--- src/hdl/nsq_pkg.sv ---
// shared types and constants for the newton square root unit
`default_nettype none
package nsq_pkg;

  localparam int DATA_W    = 32;
  localparam int FRAC_BITS = 31;
  localparam int TOL_W     = 16;
  localparam int STEP_W    = 7;
  localparam int MAX_STEPS = 64;

  // dividend is operand * 2^FRAC_BITS, one quotient bit per cycle
  localparam int DVD_W     = DATA_W + FRAC_BITS;
  localparam int DIV_STEPS = DVD_W;
  localparam int CNT_W     = $clog2(DIV_STEPS);

  localparam logic [DATA_W-1:0] ONE_FX = {{(DATA_W-1){1'b0}}, 1'b1} << FRAC_BITS;

  localparam int CFG_W      = TOL_W;
  localparam int CFG_IDX_W  = 1;
  localparam logic [CFG_IDX_W-1:0] REG_TOLERANCE = 1'b0;
  localparam logic [CFG_IDX_W-1:0] REG_MAX_ITER  = 1'b1;

  typedef struct packed {
    logic load;
    logic div_init;
    logic div_step;
    logic update;
    logic set_limit;
    logic result_load;
  } cmd_t;

  typedef struct packed {
    logic special;
    logic div_last;
    logic tol_pass;
    logic limit_reached;
  } sts_t;

endpackage
`default_nettype wire

--- src/hdl/nsq_ctrl.sv ---
// controller state machine sequencing the newton steps
`default_nettype none
module nsq_ctrl (
  input  wire logic          clk,
  input  wire logic          rst_n,
  input  wire logic          in_valid,
  output logic               in_ready,
  output logic               out_valid,
  input  wire logic          out_ready,
  input  wire nsq_pkg::sts_t sts,
  output nsq_pkg::cmd_t      cmd
);

  localparam logic [2:0] S_IDLE     = 3'd0;
  localparam logic [2:0] S_CLASSIFY = 3'd1;
  localparam logic [2:0] S_DIV      = 3'd2;
  localparam logic [2:0] S_UPDATE   = 3'd3;
  localparam logic [2:0] S_CHECK    = 3'd4;
  localparam logic [2:0] S_FINISH   = 3'd5;

  logic [2:0] state_r, state_nxt;
  logic       out_valid_r, out_valid_nxt;

  assign in_ready  = (state_r == S_IDLE);
  assign out_valid = out_valid_r;

  always_comb begin
    state_nxt     = state_r;
    out_valid_nxt = out_valid_r;
    cmd           = '0;
    if (out_valid_r && out_ready) begin
      out_valid_nxt = 1'b0;
    end
    case (state_r)
      S_IDLE: begin
        if (in_valid) begin
          cmd.load  = 1'b1;
          state_nxt = S_CLASSIFY;
        end
      end
      S_CLASSIFY: begin
        if (sts.special) begin
          state_nxt = S_FINISH;
        end else begin
          cmd.div_init = 1'b1;
          state_nxt    = S_DIV;
        end
      end
      S_DIV: begin
        cmd.div_step = 1'b1;
        if (sts.div_last) begin
          state_nxt = S_UPDATE;
        end
      end
      S_UPDATE: begin
        cmd.update = 1'b1;
        state_nxt  = S_CHECK;
      end
      S_CHECK: begin
        // tolerance wins over the limit on the same step
        if (sts.tol_pass) begin
          state_nxt = S_FINISH;
        end else if (sts.limit_reached) begin
          cmd.set_limit = 1'b1;
          state_nxt     = S_FINISH;
        end else begin
          cmd.div_init = 1'b1;
          state_nxt    = S_DIV;
        end
      end
      S_FINISH: begin
        if (!out_valid_r || out_ready) begin
          cmd.result_load = 1'b1;
          out_valid_nxt   = 1'b1;
          state_nxt       = S_IDLE;
        end
      end
      default: begin
        state_nxt = S_IDLE;
      end
    endcase
  end

  always_ff @(posedge clk) begin
    if (!rst_n) begin
      state_r     <= S_IDLE;
      out_valid_r <= 1'b0;
    end else begin
      state_r     <= state_nxt;
      out_valid_r <= out_valid_nxt;
    end
  end

endmodule
`default_nettype wire

--- src/hdl/nsq_dpath.sv ---
// datapath: config registers, radix-2 divider, estimate update and result register
`default_nettype none
module nsq_dpath (
  input  wire logic                               clk,
  input  wire logic                               rst_n,
  input  wire logic                               cfg_wr_en,
  input  wire logic [nsq_pkg::CFG_IDX_W-1:0]      cfg_index,
  input  wire logic [nsq_pkg::CFG_W-1:0]          cfg_wdata,
  input  wire logic [nsq_pkg::DATA_W-1:0]         in_operand,
  input  wire nsq_pkg::cmd_t                      cmd,
  output nsq_pkg::sts_t                           sts,
  output logic [nsq_pkg::DATA_W-1:0]              out_root,
  output logic                                    out_in_range,
  output logic [nsq_pkg::STEP_W-1:0]              out_steps_used,
  output logic                                    out_limit_hit
);

  localparam int DW = nsq_pkg::DATA_W;
  localparam int SW = nsq_pkg::STEP_W;

  logic [nsq_pkg::TOL_W-1:0] tol_r;
  logic [SW-1:0]             max_iter_r;

  logic [DW-1:0]                opnd_r;
  logic [DW-1:0]                est_r;
  logic [DW-1:0]                prev_r;
  logic [SW-1:0]                step_r;
  logic [SW-1:0]                limit_r;
  logic                         lim_hit_r;
  logic [DW-2:0]                rem_r;
  logic [nsq_pkg::DVD_W-1:0]    dvd_r;
  logic [DW-1:0]                quo_r;
  logic [nsq_pkg::CNT_W-1:0]    cnt_r;

  logic [DW-1:0] root_r;
  logic          in_range_r;
  logic [SW-1:0] steps_r;
  logic          lim_out_r;

  logic [SW-1:0] limit_nxt;
  logic [DW-1:0] trial;
  logic          qbit;
  logic [DW:0]   sum;
  logic [DW-1:0] diff;
  logic          out_of_range;
  logic          trivial;
  logic [DW-1:0] root_nxt;

  // step limit clamped to 1..64
  always_comb begin
    if (max_iter_r == '0) begin
      limit_nxt = SW'(1);
    end else if (max_iter_r > SW'(nsq_pkg::MAX_STEPS)) begin
      limit_nxt = SW'(nsq_pkg::MAX_STEPS);
    end else begin
      limit_nxt = max_iter_r;
    end
  end

  // remainder stays below the divisor, which never exceeds 1.0
  assign trial = {rem_r, dvd_r[nsq_pkg::DVD_W-1]};
  assign qbit  = (trial >= est_r);
  assign sum   = {1'b0, est_r} + {1'b0, quo_r};
  assign diff  = (prev_r >= est_r) ? (prev_r - est_r) : (est_r - prev_r);

  assign out_of_range = (opnd_r > nsq_pkg::ONE_FX);
  assign trivial      = (opnd_r == '0) || (opnd_r == nsq_pkg::ONE_FX);

  assign sts.special       = out_of_range || trivial;
  assign sts.div_last      = (cnt_r == nsq_pkg::CNT_W'(nsq_pkg::DIV_STEPS - 1));
  assign sts.tol_pass      = (diff < DW'(tol_r));
  assign sts.limit_reached = (step_r >= limit_r);

  always_comb begin
    if (out_of_range) begin
      root_nxt = '0;
    end else if (trivial) begin
      root_nxt = opnd_r;
    end else begin
      root_nxt = est_r;
    end
  end

  always_ff @(posedge clk) begin
    if (!rst_n) begin
      tol_r      <= nsq_pkg::TOL_W'(2);
      max_iter_r <= SW'(40);
    end else if (cfg_wr_en) begin
      case (cfg_index)
        nsq_pkg::REG_TOLERANCE: tol_r      <= cfg_wdata;
        nsq_pkg::REG_MAX_ITER:  max_iter_r <= cfg_wdata[SW-1:0];
        default: begin
        end
      endcase
    end
  end

  always_ff @(posedge clk) begin
    if (cmd.load) begin
      opnd_r    <= in_operand;
      est_r     <= nsq_pkg::ONE_FX;
      prev_r    <= '0;
      step_r    <= '0;
      limit_r   <= limit_nxt;
      lim_hit_r <= 1'b0;
    end
    if (cmd.div_init) begin
      rem_r <= '0;
      dvd_r <= {opnd_r, {nsq_pkg::FRAC_BITS{1'b0}}};
      quo_r <= '0;
      cnt_r <= '0;
    end
    if (cmd.div_step) begin
      rem_r <= qbit ? (DW-1)'(trial - est_r) : trial[DW-2:0];
      dvd_r <= {dvd_r[nsq_pkg::DVD_W-2:0], 1'b0};
      quo_r <= {quo_r[DW-2:0], qbit};
      cnt_r <= cnt_r + nsq_pkg::CNT_W'(1);
    end
    if (cmd.update) begin
      prev_r <= est_r;
      est_r  <= sum[DW:1];
      step_r <= step_r + SW'(1);
    end
    if (cmd.set_limit) begin
      lim_hit_r <= 1'b1;
    end
    if (cmd.result_load) begin
      root_r     <= root_nxt;
      in_range_r <= !out_of_range;
      steps_r    <= step_r;
      lim_out_r  <= lim_hit_r;
    end
  end

  assign out_root       = root_r;
  assign out_in_range   = in_range_r;
  assign out_steps_used = steps_r;
  assign out_limit_hit  = lim_out_r;

endmodule
`default_nettype wire

--- src/hdl/newton_sqrt_unit_interval.sv ---
// operands 0, 1.0 and out-of-range skip the divider; others run steps_used newton steps
// each newton step is a full pass of the bit-serial divider plus update and check
// throughput: one beat in flight; the next operand is taken once the result is
// registered, while that result may still wait on out_ready
// reset: synchronous active-low rst_n clears control state and restores
// tolerance_lsb to 2 and max_iterations to 40
`default_nettype none
module newton_sqrt_unit_interval (
  input  wire logic                          clk,
  input  wire logic                          rst_n,
  input  wire logic                          cfg_wr_en,
  input  wire logic [nsq_pkg::CFG_IDX_W-1:0] cfg_index,
  input  wire logic [nsq_pkg::CFG_W-1:0]     cfg_wdata,
  input  wire logic                          in_valid,
  output logic                               in_ready,
  input  wire logic [nsq_pkg::DATA_W-1:0]    in_operand,
  output logic                               out_valid,
  input  wire logic                          out_ready,
  output logic [nsq_pkg::DATA_W-1:0]         out_root,
  output logic                               out_in_range,
  output logic [nsq_pkg::STEP_W-1:0]         out_steps_used,
  output logic                               out_limit_hit
);

  nsq_pkg::cmd_t cmd;
  nsq_pkg::sts_t sts;

  nsq_ctrl u_ctrl (
    .clk       (clk),
    .rst_n     (rst_n),
    .in_valid  (in_valid),
    .in_ready  (in_ready),
    .out_valid (out_valid),
    .out_ready (out_ready),
    .sts       (sts),
    .cmd       (cmd)
  );

  nsq_dpath u_dpath (
    .clk            (clk),
    .rst_n          (rst_n),
    .cfg_wr_en      (cfg_wr_en),
    .cfg_index      (cfg_index),
    .cfg_wdata      (cfg_wdata),
    .in_operand     (in_operand),
    .cmd            (cmd),
    .sts            (sts),
    .out_root       (out_root),
    .out_in_range   (out_in_range),
    .out_steps_used (out_steps_used),
    .out_limit_hit  (out_limit_hit)
  );

  a_busy_after_accept: assert property (@(posedge clk) disable iff (!rst_n)
    in_valid && in_ready |=> !in_ready)
    else $error("input accepted again right after a beat");

  a_steps_bounded: assert property (@(posedge clk) disable iff (!rst_n)
    out_valid |-> out_steps_used <= nsq_pkg::STEP_W'(nsq_pkg::MAX_STEPS))
    else $error("steps_used above the step ceiling");

  a_out_of_range_clean: assert property (@(posedge clk) disable iff (!rst_n)
    out_valid && !out_in_range |->
      out_root == '0 && out_steps_used == '0 && !out_limit_hit)
    else $error("out-of-range result not cleared");

  a_limit_needs_steps: assert property (@(posedge clk) disable iff (!rst_n)
    out_valid && out_limit_hit |-> out_steps_used != '0 && out_in_range)
    else $error("limit flag without any newton step");

endmodule
`default_nettype wire

--- config.mk ---
export PLATFORM = sky130hd
export DESIGN_NAME = newton_sqrt_unit_interval
export DESIGN_NICKNAME = d
export VERILOG_FILES = /design/src/hdl/nsq_pkg.sv /design/src/hdl/nsq_ctrl.sv /design/src/hdl/nsq_dpath.sv /design/src/hdl/newton_sqrt_unit_interval.sv
export SDC_FILE = /design/constraint.sdc
export NUM_CORES = 1
export LEC_CHECK = 0
export CAP_MARGIN = 25
export CORE_ASPECT_RATIO = 2
export CORE_MARGIN = 2
export CORE_UTILIZATION = 55
export CTS_CLUSTER_SIZE = 8
export DETAILED_ROUTE_END_ITERATION = 6
export DONT_BUFFER_PORTS = 1
export PLACE_DENSITY = 0.67
export REMOVE_ABC_BUFFERS = 1
export SLEW_MARGIN = 20
export SYNTH_ARGS = -nofsm -noshare
export SYNTH_HDL_FRONTEND = slang
export SYNTH_SLANG_ARGS = --single-unit
--- constraint.sdc ---
create_clock -name clk -period 25.8 [get_ports clk]
set_input_delay 1.29 -clock clk [delete_from_list [all_inputs] [get_ports clk]]
set_output_delay 1.29 -clock clk [all_outputs]
set_load 0.01 [all_outputs]
==> results.json <==
{
  "drc": 0,
  "ys_types": 84,
  "ys_async_sr_fraction": 0,
  "cts.reportedPaths.clkPinSlew_ns": 0.05,
  "htreeDepth": 2,
  "cpPeakStageDelay_ns": 0.61,
  "post_cts_buffers": 0,
  "io_buffers": 0,
  "cts_num_sinks": 280,
  "powerDensity_mw_per_mm2": 158,
  "diodes": 0,
  "yosysSeqAreaShare": 0.459,
  "drtIter0Drc": 755,
  "die_area_sq_mm": 0.0337,
  "cts_hold_buf": 0,
  "gr-total-overflow": 0,
  "hold_viol": 0,
  "p_leak_nw": 7.67,
  "yosysWarnings": 0,
  "grt_pass1_wl_um": 70100,
  "cp_data_required_time_ns": 25.97,
  "routed-via-count": 13153,
  "synth_area_sq_mm": 0.0177,
  "layout-drive-gt1-share": 0.0603,
  "synth_seq_cells": 280,
  "min_period_ns": 6.90,
  "slowest_stage": "buf_4",
  "crit_path_frequent_cell": "a21oi_1",
  "finalNetCount": 1969,
  "yosysMostFrequentCell": "edfxtp_1",
  "power.share.combinational": 0.566,
  "coreArea_sq_mm": 0.0320,
  "reg2reg_to": "u_dpath.rem_r[13]",
  "yosys-top-cells-area": "edfxtp_1 43%, ha_1 11%, nand2_1 4.4%",
  "cp-endpoint": "u_dpath.rem_r[13]",
  "area_growth_pct": 7.78,
  "cts.path.max_buffers": 3,
  "final.setup.tns_ns": 0,
  "tightest_slew_ns": 0.883,
  "pwr-share-seq": 0.274,
  "skew_ns": 0.0252,
  "track_usage": 0.267,
  "worstHoldPathType": "reg2reg",
  "fin_cells": 2201,
  "drv_slew": 0,
  "cp-end-kind": "flip-flop",
  "die_y_um": 258,
  "clock_latency_ns": 0.55,
  "synthFlopType": "edfxtp_1",
  "fmax_ghz": 0.145,
  "critPathMaxFanout": 45,
  "setup.worst_path.start": "u_dpath.est_r[1]",
  "gp_congestion": 0.969,
  "rows": 93,
  "rsz0062_at_grt": "false",
  "cp-start-kind": "flip-flop",
  "sw_frac_of_total": 0.447,
  "ir_drop_uv": 93.0,
  "drt_first_pass_iters": 4,
  "finalCritPeriodShare": 0.267,
  "maxSlewHeadroom": 0.412,
  "p_clk_frac": 0.159,
  "grt_pass1_vias": 13659,
  "tritoncts": "done",
  "synth_top_cell_by_area": "edfxtp_1",
  "synth-edff-count": 252,
  "rr_worst_depth": 25,
  "setup_violations": 0,
  "die_w_um": 131,
  "postSynthCellCount": 1778,
  "viasPerCell": 5.98,
  "start_util": 0.554,
  "maxCapViolations": 0,
  "r2r_start": "u_dpath.est_r[1]",
  "numCtsBuffers": 41,
  "crit_type": "reg2reg",
  "ant_nets": 0,
  "routedWlPerCell_um": 20.3,
  "root_buffer": "clkbuf_16",
  "status": "finished clean",
  "netSwitchingPower_mw": 1.35,
  "synth_top_cell_area_share": 0.427,
  "critPathArrivalTime_ns": 7.07,
  "rrSetupSlack_ns": 18.90,
  "synth_area_per_cell_sq_um": 9.96,
  "antenna_found_initial": 0,
  "routed_wl_um": 44600,
  "cts_repair_resize_count": 0,
  "synthTopCellsByCount": "252 x edfxtp_1, 206 x nand2_1, 165 x nor2_1",
  "grt_max_degree": 71,
  "io-pin-count": 97,
  "dp_cells": 2144,
  "hpwlAfterDp_um": 33300,
  "intPower_mw": 1.67
}
[flip-flops by register name, indices dropped and copies added, names as in the netlist]
name,flops
u_ctrl.out_valid,1
u_ctrl.state_r,3
u_dpath.cnt_r,6
u_dpath.dvd_r,32
u_dpath.est_r,32
u_dpath.lim_hit_r,1
u_dpath.limit_r,7
u_dpath.max_iter_r,7
u_dpath.opnd_r,32
u_dpath.out_in_range,1
u_dpath.out_limit_hit,1
u_dpath.out_root,32
u_dpath.out_steps_used,7
u_dpath.prev_r,32
u_dpath.quo_r,32
u_dpath.rem_r,31
u_dpath.step_r,7
u_dpath.tol_r,16
[stage by stage]
stage	setup slack (ns)	total power, mW	instance area (sq um)	hold WS [ns]	util
final	18.90	3.02	19100	0.425	0.597
after global routing	18.28	3.25	19100	0.439	0.597
after CTS	18.81	3.03	19100	0.427	0.597
after detailed placement	18.82	2.53	18000	0.421	0.561
after global placement	18.98	2.50	18000	0.417	0.561
after floorplan	15.41	2.11	17300	0.408	-
[power by group through the flow]
stage,sequential (mW),clock (mW),combinational [mW]
after floorplan,0.817,0,1.29
after global placement,0.830,0,1.67
after detailed placement,0.834,0,1.70
after CTS,0.827,0.491,1.71
after global routing,0.846,0.506,1.89
final,0.828,0.482,1.71
[cell usage in the layout, fill, tap and decap left out, types with 5 or more instances in the layout]
| cell | count |
|---|---|
| nor3b_1 | 5 |
| nor3_1 | 56 |
| dfxtp_1 | 28 |
| nor4_1 | 13 |
| and3_1 | 10 |
| a21boi_0 | 10 |
| a21o_2 | 5 |
| ha_1 | 151 |
| inv_1 | 115 |
| and2_1 | 42 |
| nand2b_1 | 17 |
| clkbuf_1 | 13 |
| nand3_1 | 30 |
| o21ai_1 | 9 |
| clkbuf_16 | 41 |
| nor2_1 | 164 |
| buf_4 | 12 |
| o21ai_0 | 70 |
| edfxtp_1 | 252 |
| a211oi_1 | 13 |
| o21bai_1 | 12 |
| a21o_1 | 57 |
| a21oi_4 | 6 |
| xnor2_1 | 51 |
| mux2i_1 | 36 |
| xor2_1 | 39 |
| or3_1 | 5 |
| nand4_1 | 21 |
| o211ai_1 | 11 |
| nand2_1 | 204 |
| a21oi_2 | 6 |
| a21oi_1 | 134 |
| o21a_1 | 10 |
| a31oi_1 | 14 |
| nor2b_1 | 22 |
[logic make-up (layout without fill, tap and decap cells)]
logic type               Yosys count  after routing  synth area share
AND/OR/NAND/NOR                  617            617             0.163
AO/OA/AOI/OAI                    412            412             0.154
flip-flops                       280            280             0.459
buffers and inverters            188            184            0.0476
adder cells (fa/ha/maj)          155            155             0.111
XOR/XNOR                          90             90            0.0445
multiplexers                      36             36            0.0203
[critical path: cells and delay by family (launching register included)]
kind	cells	cell delay, ns
AO/OA/AOI/OAI	13	2.60
AND/OR/NAND/NOR	5	0.81
flip-flops	1	0.49
buffers and inverters	4	1.65
adder cells (fa/ha/maj)	2	0.80
XOR/XNOR	1	0.10
[area by class of cell]
type / count / area, sq um
timing repair buffer: 12 / 90.1
clock inverter: 3 / 55.1
fill: 2712 / 12900
sequential: 280 / 8130
multi-input combinational: 1310 / 8780
inverter: 115 / 432
tap: 427 / 534
clock buffer: 54 / 1070
[worst min path at each step]
stage	from	to	slack, ns	depth (start not counted)
3_3_place_gp	u_dpath.lim_hit_r	u_dpath.out_limit_hit	0.42	0
2_1_floorplan	u_dpath.lim_hit_r	u_dpath.out_limit_hit	0.41	0
6_report	u_dpath.lim_hit_r	u_dpath.out_limit_hit	0.43	0
4_1_cts	u_dpath.lim_hit_r	u_dpath.out_limit_hit	0.43	0
3_5_place_dp	u_dpath.lim_hit_r	u_dpath.out_limit_hit	0.42	0
5_1_grt	u_dpath.lim_hit_r	u_dpath.out_limit_hit	0.44	0
[layer usage]
layer	wire, um	share of wire	GRT usage	vias up
li1	-	-	-	6312
met1	16300	0.36	0.280	6332
met2	24000	0.54	0.501	352
met3	1580	0.036	0.0302	157
met4	2770	0.062	0.152	0
met5	0	0	0	-
(Power assumes the default switching activity.)
